**src/sv/rmbn_fifo.sv**
```systemverilog
`timescale 1ns / 1ps
// rmbn_fifo: small register queue with count, full and empty
// no package dependencies

module rmbn_fifo #(
	parameter int WIDTH = 8,
	parameter int DEPTH = 4
) (
	input  logic             clk,
	input  logic             arst_n,
	input  logic             push,
	input  logic             pop,
	input  logic [WIDTH-1:0] wdata,
	output logic [WIDTH-1:0] rdata,
	output logic             full,
	output logic             empty
);

	localparam int AW = (DEPTH > 1) ? $clog2(DEPTH) : 1;
	localparam int CW = $clog2(DEPTH + 1);

	logic [WIDTH-1:0] mem_q [DEPTH];
	logic [AW-1:0]    wr_q, rd_q;
	logic [CW-1:0]    cnt_q;

	assign full  = (cnt_q == CW'(DEPTH));
	assign empty = (cnt_q == '0);
	assign rdata = mem_q[rd_q];

	always_ff @(posedge clk) begin
		if (push) begin
			mem_q[wr_q] <= wdata;
		end
	end

	always_ff @(posedge clk or negedge arst_n) begin
		if (!arst_n) begin
			wr_q  <= '0;
			rd_q  <= '0;
			cnt_q <= '0;
		end else begin
			if (push) begin
				wr_q <= (wr_q == AW'(DEPTH - 1)) ? '0 : wr_q + 1'b1;
			end
			if (pop) begin
				rd_q <= (rd_q == AW'(DEPTH - 1)) ? '0 : rd_q + 1'b1;
			end
			if (push && !pop) begin
				cnt_q <= cnt_q + 1'b1;
			end else if (pop && !push) begin
				cnt_q <= cnt_q - 1'b1;
			end
		end
	end

	a_no_overflow: assert property (@(posedge clk) disable iff (!arst_n)
		push |-> (!full || pop))
		else $error("queue written while full");

	a_no_underflow: assert property (@(posedge clk) disable iff (!arst_n)
		pop |-> !empty)
		else $error("queue read while empty");

	a_count_up: assert property (@(posedge clk) disable iff (!arst_n)
		(push && !pop) |=> (cnt_q == $past(cnt_q) + CW'(1)))
		else $error("queue count did not follow a write");

	a_count_bound: assert property (@(posedge clk) disable iff (!arst_n)
		cnt_q <= CW'(DEPTH))
		else $error("queue count beyond depth");

endmodule

```
**config.mk**
```make
export PLATFORM = sky130hd
export DESIGN_NAME = rmbn_fifo
export DESIGN_NICKNAME = d
export VERILOG_FILES = /design/src/sv/rmbn_fifo.sv
export SDC_FILE = /design/constraint.sdc
export NUM_CORES = 1
export LEC_CHECK = 0
export BUFFER_PORTS_ARGS = -buffer_cell sky130_fd_sc_hd__buf_2
export CAP_MARGIN = 5
export CELL_PAD_IN_SITES_DETAIL_PLACEMENT = 1
export CELL_PAD_IN_SITES_GLOBAL_PLACEMENT = 2
export CORE_MARGIN = 8
export CORE_UTILIZATION = 37
export DETAILED_ROUTE_END_ITERATION = 7
export MAX_ROUTING_LAYER = met4
export PLACE_DENSITY_LB_ADDON = 0.2
export SYNTH_ARGS = -nofsm -noshare
export SYNTH_HDL_FRONTEND = slang
export SYNTH_SLANG_ARGS = --single-unit
```
**constraint.sdc**
```tcl
create_clock -name clk -period 1.4 [get_ports clk]
set_input_delay 0.07 -clock clk [delete_from_list [all_inputs] [get_ports clk]]
set_output_delay 0.07 -clock clk [all_outputs]
set_load 0.01 [all_outputs]
```
==> reports/results.ini, run 1 <==
[outcome]
outcome=finished with violations
violations=negative setup slack

[min_path]
hp-start=wdata[3]
hp-class=in2reg

[pwr]
p_sw_w=0.00117
seqPwrFrac_pct=40.5
p_sw_share_pct=28.6
comb_power_share_pct=37.1
p_total_w=0.00410
vdd_drop_max_mv=0.827
p_clk_share_pct=22.4
p_leak_nw=0.810
intPower_w=0.00293
powerDensity_nw_per_um2=1970

[detailed_routing]
via_per_inst=4.75
vias=836
drtPass1Iterations=4
ant_nets=0
wirelength_um=2930
drtIter0Drc=29
route.detailed.drc=0
wire_per_inst_um=16.6

[timing]
fmaxAchievable_mhz=638
final.setup.worst_slack_ns=-0.168
hold_slack_ns=0.00853
grt_setup_unrepaired=true
hold_viol_final=0
tns_ns=-1.20
slew_headroom_pct=87.7
skew_ns=0.00309
setup_viol=8
period_needed_ns=1.57
tightest_slew_ns=0.183
period_share_pct=112
timing.final.max_slew_violations=0

[floorplan]
core.rowCount=23
core_area_um2=4060
die_y_um=81.1
initial_core_util_pct=38.7
io-pin-count=22
fp.dieW_um=81.1
dieArea_um2=6580

[placed_design]
gp_congestion=0.655
port_buffers=21
post-dp-hpwl_um=2190
pre_cts_ws_ns=-0.0273
dp.cells=159

[cts]
clk_path_buf_depth=2
clock_sink_count=39
h-tree-depth=2
numCtsBuffers=5
clk_pin_slew_ns=0.08
cts_root_buf=clkbuf_8
cts_tree=built
clock_latency_ns=0.28

[global_route]
overflow=0
antenna_found_initial=0
grt_pass1_vias=947
grt_pass1_wl_um=4630
grt_max_degree=14
track_usage_pct=9.96

[critical_path]
worstPathCellList=buf_12 -> mux4_2 -> buf_6
path_delay_family=multiplexers
cp-end-kind=output port
worstSetupStartpointType=flop
cp.required_ns=1.33
r2r_start=cnt_q[1]$_DFFE_PN0P_
crit_path_max_fanout=6
crit_arrival_ns=1.50
max_stage_delay_ns=0.53
crit_buf_inv=2
critPathKind=reg2out
cp-startpoint=rd_q[0]$_DFFE_PN0P_
crit_slowest_cell=mux4_2

[yosys]
synth.distinct_cells=18
synth_cells=79
yosysSeqAreaShare_pct=72.4
ys_warn_count=0
synth_nets=98
ys_ff_latch=39
syn_area_um2=1570
avgSynthCellArea_um2=19.9

[cells_and_area]
layout_commonest_cell=edfxtp_1
antennaDiodeCount=0
syn_to_final_growth_pct=32.9
mostFrequentLayoutCells=edfxtp_1 (32), buf_2 (18), buf_4 (9), mux4_2 (8)
fin_cells=176
nets=144
layout-drive-gt1-share_pct=42.9
fillCellCount=394

[run]
cap_violations=0

==> logic make-up (layout without fill, tap and decap cells) <==
family	Yosys count	after routing	share of synthesized area, %
adder cells (fa/ha/maj)	7	7	6.06
buffers and inverters	7	54	2.23
AND/OR/NAND/NOR	10	10	3.43
AO/OA/AOI/OAI	2	2	0.637
multiplexers	11	11	13.6
flip-flops	39	39	72.4
XOR/XNOR	3	3	1.67
==> repair_timing <==
item	in CTS	in global routing
endpoints found under the hold margin	27	4
setup endpoints to repair	9	9
gates resized for setup	3	2
setup buffers	2	0
hold buffers	6	1
==> stage by stage <==
stage	util [%]	area [um2]
5_1_grt	51.4	2090
6_report	51.4	2090
3_5_place_dp	45.7	1850
3_3_place_gp	45.7	1850
4_1_cts	50.8	2060
2_1_floorplan	-	1570
==> final cells by class <==
| cell class | count | area (um2) | share of cell area, % |
|---|---|---|---|
| Sequential cell | 39 | 1140 | 54.4 |
| Multi-Input combinational cell | 33 | 415 | 19.9 |
| Timing Repair Buffer | 41 | 342 | 16.4 |
| Clock buffer | 5 | 68.8 | 3.30 |
| Tap cell | 50 | 62.6 | 3.00 |
| Clock inverter | 3 | 43.8 | 2.10 |
| Inverter | 5 | 18.8 | 0.899 |
==> cells in the mapped netlist <==
| library cell | n | area [um2] |
|---|---|---|
| xnor2_1 | 1 | 8.76 |
| dfrtp_1 | 7 | 175 |
| o21ai_0 | 2 | 10.0 |
| nand3_1 | 1 | 5.00 |
| buf_6 | 1 | 11.3 |
| mux4_2 | 8 | 180 |
| ha_1 | 6 | 75.1 |
| mux2_2 | 3 | 33.8 |
| nor3b_1 | 1 | 7.51 |
| fa_1 | 1 | 20.0 |
| buf_2 | 1 | 5.00 |
| nand2_1 | 1 | 3.75 |
| edfxtp_1 | 32 | 961 |
| and2_1 | 4 | 25.0 |
| nor3_1 | 1 | 5.00 |
| inv_1 | 5 | 18.8 |
| nor2_1 | 2 | 7.51 |
| xor2_1 | 2 | 17.5 |
==> flip-flops by register name, indices dropped and copies added, names as in the netlist <==
name	cells
wr_q	2
rd_q	2
cnt_q	3
mem_q	32
==> worst paths after layout <==
check,to,cells past startpoint,slack [ns]
setup / recovery,rdata[3],3,-0.17
hold / removal,mem_q[2][3]$_DFFE_PP_,1,0.009
setup reg to reg,cnt_q[2]$_DFFE_PN0P_,4,0.05
hold reg to reg,cnt_q[2]$_DFFE_PN0P_,1,0.51
max in group asynchronous,wr_q[0]$_DFFE_PN0P_,2,1.09
min in group asynchronous,cnt_q[2]$_DFFE_PN0P_,2,0.14
==> power by group through the flow <==
stage / sequential [W] / clock, W / combinational [W]
3_5_place_dp: 0.00170 / 0 / 0.00137
5_1_grt: 0.00169 / 0.000985 / 0.00166
2_1_floorplan: 0.00164 / 0 / 0.000794
3_3_place_gp: 0.00167 / 0 / 0.00132
4_1_cts: 0.00166 / 0.000950 / 0.00152
6_report: 0.00166 / 0.000917 / 0.00152
==> routing by layer <==
metal | vias up | GRT usage, % | routed length [um]
met5 | - | - | 0
met4 | 0 | 3.21 | 33
met3 | 4 | 3.64 | 152
met2 | 16 | 17.3 | 1610
met1 | 423 | 10.2 | 1130
li1 | 393 | - | -
(Power assumes the default switching activity.)
==> inputs of run 2 (changes only) <==
Settings changed: CTS_CLUSTER_SIZE set to 20, SETUP_SLACK_MARGIN set to 0.02.
==> run 2 against run 1 <==
- largest cell class unchanged
- die area unchanged
- global-route usage is essentially flat
- total power is 0.72% higher
- cell count increased by 0.57%
- cell area is 0.48% higher
- the run still ends with negative setup slack left
- critical path depth unchanged
- sequential power about the same
- register-to-register slack gained 0.03 ns
- first-iteration DRC count decreased by 3.4%
- sequential share of layout area shrank 0.26 points
- largest power group unchanged
- critical path type unchanged
- routed wire length rose by 0.48%
- worst setup slack worse by 0.0013 ns
==> reports/results.ini, run 2 (synthesis results as in run 1) <==
[outcome]
outcome=finished with violations  ; unchanged
violations=negative setup slack  ; unchanged

[cts]
clock_latency_ns=0.28  ; about the same
cts_tree=built  ; unchanged
clock_sink_count=39  ; unchanged
h-tree-depth=2  ; unchanged
clk_pin_slew_ns=0.08  ; about the same
cts_root_buf=clkbuf_8  ; unchanged
numCtsBuffers=5  ; unchanged
clk_path_buf_depth=2  ; unchanged

[timing]
grt_setup_unrepaired=true  ; unchanged
hold_viol_final=0  ; unchanged
skew_ns=0.00293  ; was 0.00309 ns
period_needed_ns=1.57  ; about the same
tightest_slew_ns=0.187  ; was 0.183 ns
final.setup.worst_slack_ns=-0.169  ; was -0.168 ns
period_share_pct=112  ; about the same
setup_viol=8  ; unchanged
slew_headroom_pct=87.4  ; was 87.7%
fmaxAchievable_mhz=637  ; was 638 MHz
timing.final.max_slew_violations=0  ; unchanged

[pwr]
vdd_drop_max_mv=0.828  ; was 0.827 mV
p_leak_nw=0.815  ; was 0.810 nW
p_total_w=0.00413  ; was 0.00410 W
powerDensity_nw_per_um2=1970  ; about the same

[floorplan]
die_y_um=81.1  ; unchanged
core_area_um2=4060  ; unchanged
io-pin-count=22  ; unchanged
core.rowCount=23  ; unchanged
fp.dieW_um=81.1  ; unchanged
dieArea_um2=6580  ; unchanged
initial_core_util_pct=38.7  ; unchanged

[global_route]
grt_pass1_wl_um=4620  ; was 4630 um
overflow=0  ; unchanged
grt_pass1_vias=947  ; unchanged
grt_max_degree=14  ; unchanged
track_usage_pct=9.94  ; was 9.96%
antenna_found_initial=0  ; unchanged

[critical_path]
worstSetupStartpointType=flop  ; unchanged
crit_path_max_fanout=6  ; unchanged
rrSetupSlack_ns=0.08  ; was 0.05 ns
crit_arrival_ns=1.50  ; about the same
critPathKind=reg2out  ; unchanged
cp-end-kind=output port  ; unchanged
cp.required_ns=1.33  ; about the same

[cells_and_area]
largest_reg_flops=32  ; unchanged
syn_to_final_growth_pct=33.5  ; was 32.9%
layout-drive-gt1-share_pct=44.1  ; was 42.9%
nets=145  ; was 144
layout_commonest_cell=edfxtp_1  ; unchanged
fillCellCount=392  ; was 394
antennaDiodeCount=0  ; unchanged
mostFrequentLayoutCells=edfxtp_1 (32), buf_2 (18), buf_4 (10), mux4_2 (8)  ; was edfxtp_1 (32), buf_2 (18), buf_4 (9), mux4_2 (8)
top_register=mem_q  ; unchanged
largest_registers=mem_q (32), cnt_q (3)  ; unchanged

[detailed_routing]
drtPass1Iterations=4  ; unchanged
ant_nets=0  ; unchanged
via_per_inst=4.77  ; was 4.75
drtIter0Drc=28  ; was 29
wl_met2_um=1610  ; about the same
route.detailed.drc=0  ; unchanged
wirelength_um=2940  ; was 2930 um
wl_met3_um=149  ; was 152 um
vias=845  ; was 836
met1Wirelength_um=1140  ; was 1130 um
wire_per_inst_um=16.6  ; about the same
maxUsedRoutingLayer=met4  ; unchanged

[run]
cap_violations=0  ; unchanged

[placed_design]
post-dp-hpwl_um=2190  ; unchanged
port_buffers=21  ; unchanged
pre_cts_ws_ns=-0.0273  ; unchanged
gp_congestion=0.655  ; unchanged

[min_path]
hp-class=in2reg  ; unchanged

==> run 2: cell count changes in the layout (fill, tap and decap cells not counted) <==
cell   change
buf_4      +1
fa_1       -1
fa_2       +1
==> run 2: what timing repair did <==
| action | CTS | global route |
|---|---|---|
| hold buffers | 6 | 1 |
| pin swaps | 0 | 2 |
| buffers inserted | 2 | 1 |
| endpoints found under the setup margin | 9 | 10 |
| endpoints found under the hold margin | 27 | 4 |
| gates resized for setup | 4 | 2 |
==> run 2: worst paths after layout <==
check                                     startpoint                    end  depth (start not counted)
worst max register to register  cnt_q[0]$_DFFE_PN0P_   cnt_q[2]$_DFFE_PN0P_                          4
max in group asynchronous                     arst_n    wr_q[0]$_DFFE_PN0P_                          2
worst min register to register  cnt_q[2]$_DFFE_PN0P_   cnt_q[2]$_DFFE_PN0P_                          1
worst min-delay path                        wdata[3]  mem_q[2][3]$_DFFE_PP_                          1
worst max-delay path             rd_q[0]$_DFFE_PN0P_               rdata[3]                          3
min in group asynchronous                     arst_n   cnt_q[2]$_DFFE_PN0P_                          2
==> run 2: report_power, final <==
group          internal, W  leakage, nW  switching, W
logic             0.000891        0.380      0.000664
clock network     0.000530       0.0581      0.000389
registers          0.00153        0.377      0.000130
==> run 2: worst max-delay path, cell delays in order (launching register included) <==
cell and delay (ns):
dfrtp_1 0.40, buf_12 0.14, mux4_2 0.53, buf_6 0.14
==> run 2: through the flow <==
| stage | std cells | area (um2) | util (%) | hold slack (ns) | setup TNS (ns) |
|---|---|---|---|---|---|
| after floorplan | 79 | 1570 | - | -0.226 | 0 |
| after global placement | 159 | 1850 | 45.7 | -0.0861 | 0 |
| after detailed placement | 159 | 1850 | 45.7 | -0.0847 | -0.0273 |
| after CTS | 175 | 2060 | 50.9 | 0.00185 | -1.44 |
| after global routing | 177 | 2100 | 51.7 | 0.00568 | -1.70 |
| final | 177 | 2100 | 51.7 | 0.00698 | -1.21 |
==> run 2: layer usage <==
metal	global-route usage, %	vias to the layer above
met4	3.21	0
li1	-	395
met2	17.2	15
met3	3.64	5
met1	10.2	430
met5	-	-
==> run 2: layout make-up <==
class | count | area (um2) | area share, %
clock buffer | 5 | 68.8 | 3.28
multi-input combinational | 33 | 418 | 19.9
sequential | 39 | 1140 | 54.2
tap | 50 | 62.6 | 2.98
timing repair buffer | 42 | 349 | 16.6
clock inverter | 3 | 43.8 | 2.09
inverter | 5 | 18.8 | 0.895
==> inputs of run 3 (changes only) <==
--- a/constraint.sdc
+++ b/constraint.sdc
@@ -3,2 +3,2 @@
 set_output_delay 0.07 -clock clk [all_outputs]
-set_load 0.01 [all_outputs]
+set_load 0.05 [all_outputs]
==> run 3 against run 2 <==
- the run still ends with negative setup slack left
- clock power is 17% lower
- clock-buffer cell count increased by 2
- total power rose by 7.9%
- critical path type unchanged
- critical endpoint unchanged
- largest power group is now combinational cells
==> reports/results.ini, run 3 (synthesis results as in run 1) <==
[cells_and_area]
top_register=mem_q  ; unchanged
mostFrequentLayoutCells=edfxtp_1 (32), buf_2 (12), buf_4 (9), mux4_2 (8), buf_6 (8)  ; was edfxtp_1 (32), buf_2 (18), buf_4 (10), mux4_2 (8)
layout_commonest_cell=edfxtp_1  ; unchanged
postLayoutCoreUtil_pct=50.0  ; was 51.7%
largest_reg_flops=32  ; unchanged
largest_registers=mem_q (32), cnt_q (3)  ; unchanged
nets=139  ; was 145
layout-drive-gt1-share_pct=43.8  ; was 44.1%
finalInstanceArea_um2=2030  ; was 2100 um2
antennaDiodeCount=0  ; unchanged
syn_to_final_growth_pct=29.2  ; was 33.5%

[outcome]
outcome=finished with violations  ; unchanged
violations=negative setup slack  ; unchanged

[detailed_routing]
drtPass1Iterations=3  ; was 4
vias=824  ; was 845
route.detailed.drc=0  ; unchanged
via_per_inst=4.82  ; was 4.77
wire_per_inst_um=17.2  ; was 16.6 um
wirelength_um=2950  ; was 2940 um
drtIter0Drc=25  ; was 28
ant_nets=0  ; unchanged

[timing]
tns_ns=-1.35  ; was -1.21 ns
fmaxAchievable_mhz=628  ; was 637 MHz
hold_viol_final=0  ; unchanged
tightest_slew_ns=0.445  ; was 0.187 ns
setup_viol=8  ; unchanged
period_share_pct=114  ; was 112%
timing.final.max_slew_violations=0  ; unchanged
period_needed_ns=1.59  ; was 1.57 ns
hold_slack_ns=0.0120  ; was 0.00698 ns
slew_headroom_pct=70.3  ; was 87.4%
final.setup.worst_slack_ns=-0.193  ; was -0.169 ns
grt_setup_unrepaired=true  ; unchanged
skew_ns=0.00474  ; was 0.00293 ns

[floorplan]
core.rowCount=23  ; unchanged
fp.dieW_um=81.1  ; unchanged
io-pin-count=22  ; unchanged
dieArea_um2=6580  ; unchanged
core_area_um2=4060  ; unchanged
die_y_um=81.1  ; unchanged
initial_core_util_pct=38.7  ; unchanged

[critical_path]
crit_arrival_ns=1.52  ; was 1.50 ns
cp.required_ns=1.33  ; about the same
worstSetupStartpointType=flop  ; unchanged
cp-end-kind=output port  ; unchanged
critPathKind=reg2out  ; unchanged
crit_path_max_fanout=11  ; was 6

[global_route]
met2_usage_pct=18.0  ; was 17.2%
antenna_found_initial=0  ; unchanged
track_usage_pct=10.3  ; was 9.94%
grt.busiest_layer=met2  ; unchanged
grt_max_degree=13  ; was 14
overflow=0  ; unchanged
use_met3_pct=3.31  ; was 3.64%
grt_pass1_vias=942  ; was 947
grt_pass1_wl_um=4770  ; was 4620 um
grtUsageMet1_pct=10.9  ; was 10.2%

[cts]
postCtsSetupRepairBufs=0  ; was 2
cts_root_buf=clkbuf_8  ; unchanged
clk_path_buf_depth=2  ; unchanged
clock_latency_ns=0.28  ; about the same
clk_pin_slew_ns=0.07  ; was 0.08 ns
h-tree-depth=2  ; unchanged
clock_sink_count=39  ; unchanged
cts_tree=built  ; unchanged
numCtsBuffers=5  ; unchanged

[pwr]
vdd_drop_max_mv=0.688  ; was 0.828 mV
powerDensity_nw_per_um2=2200  ; was 1970 nW/um2
p_leak_nw=0.779  ; was 0.815 nW

[placed_design]
dpl_cell_area_um2=1830  ; was 1850 um2
pre_cts_ws_ns=-0.0110  ; was -0.0273 ns
gp_congestion=0.669  ; was 0.655
port_buffers=21  ; unchanged

[run]
cap_violations=0  ; unchanged

[min_path]
hp-class=in2reg  ; unchanged

run 3: cell count changes in the layout (fill, tap and decap cells not counted), moves of 2 or more:
cell	change
buf_2	-6
buf_6	+5
buf_12	-2
dlygate4sd3_1	-2
run 3: repair_timing:
| action | in CTS | in global routing |
|---|---|---|
| hold buffers | 5 | 0 |
| resized for setup | 16 | 4 |
| gates cloned | 0 | 0 |
| endpoints found under the setup margin | 8 | 10 |
| pin swaps | 0 | 1 |
| endpoints found under the hold margin | 23 | 0 |
run 3: per-stage QoR:
stage / power, W / instances
after detailed placement: 0.00353 / 158
final: 0.00446 / 171
after CTS: 0.00451 / 171
after global placement: 0.00346 / 158
after floorplan: 0.00299 / 79
after global routing: 0.00468 / 171
run 3: worst paths after layout:
path | startpoint | end | slack, ns | depth (start not counted)
setup / recovery | rd_q[0]$_DFFE_PN0P_ | rdata[3] | -0.19 | 3
hold / removal | wdata[5] | mem_q[1][5]$_DFFE_PP_ | 0.01 | 1
setup reg to reg | cnt_q[1]$_DFFE_PN0P_ | cnt_q[2]$_DFFE_PN0P_ | 0.09 | 4
hold reg to reg | cnt_q[2]$_DFFE_PN0P_ | cnt_q[2]$_DFFE_PN0P_ | 0.53 | 1
max in group asynchronous | arst_n | cnt_q[1]$_DFFE_PN0P_ | 1.06 | 2
min in group asynchronous | arst_n | rd_q[1]$_DFFE_PN0P_ | 0.15 | 2
run 3: critical path, cell delays in order (launching register included):
cell and delay (ns):
dfrtp_1 0.37, buf_12 0.15, mux4_2 0.53, buf_6 0.17
run 3: final cells by class:
| cell class | count | area [um2] |
|---|---|---|
| timing repair buffer | 36 | 308 |
| tap | 50 | 62.6 |
| inverter | 5 | 18.8 |
| clock buffer | 7 | 86.3 |
| fill | 388 | 2030 |
| multi-input combinational | 33 | 412 |
| sequential | 39 | 1140 |
| clock inverter | 1 | 5.00 |
run 3: routing by layer:
metal  routed length, um  part of all wire, %  vias up
li1                    -                    -      379
met1                1170                   40      425
met2                1610                   55       15
met3                 129                  4.4        5
met4                  36                  1.2        0
met5                   0                    0        -
run 3: power breakdown:
| part | total [W] | internal [W] | switching [W] |
|---|---|---|---|
| Combinational | 0.00198 | 0.000876 | 0.00111 |
| Clock | 0.000759 | 0.000397 | 0.000362 |
| Sequential | 0.00171 | 0.00153 | 0.000184 |
| Total | 0.00446 | 0.00280 | 0.00165 |
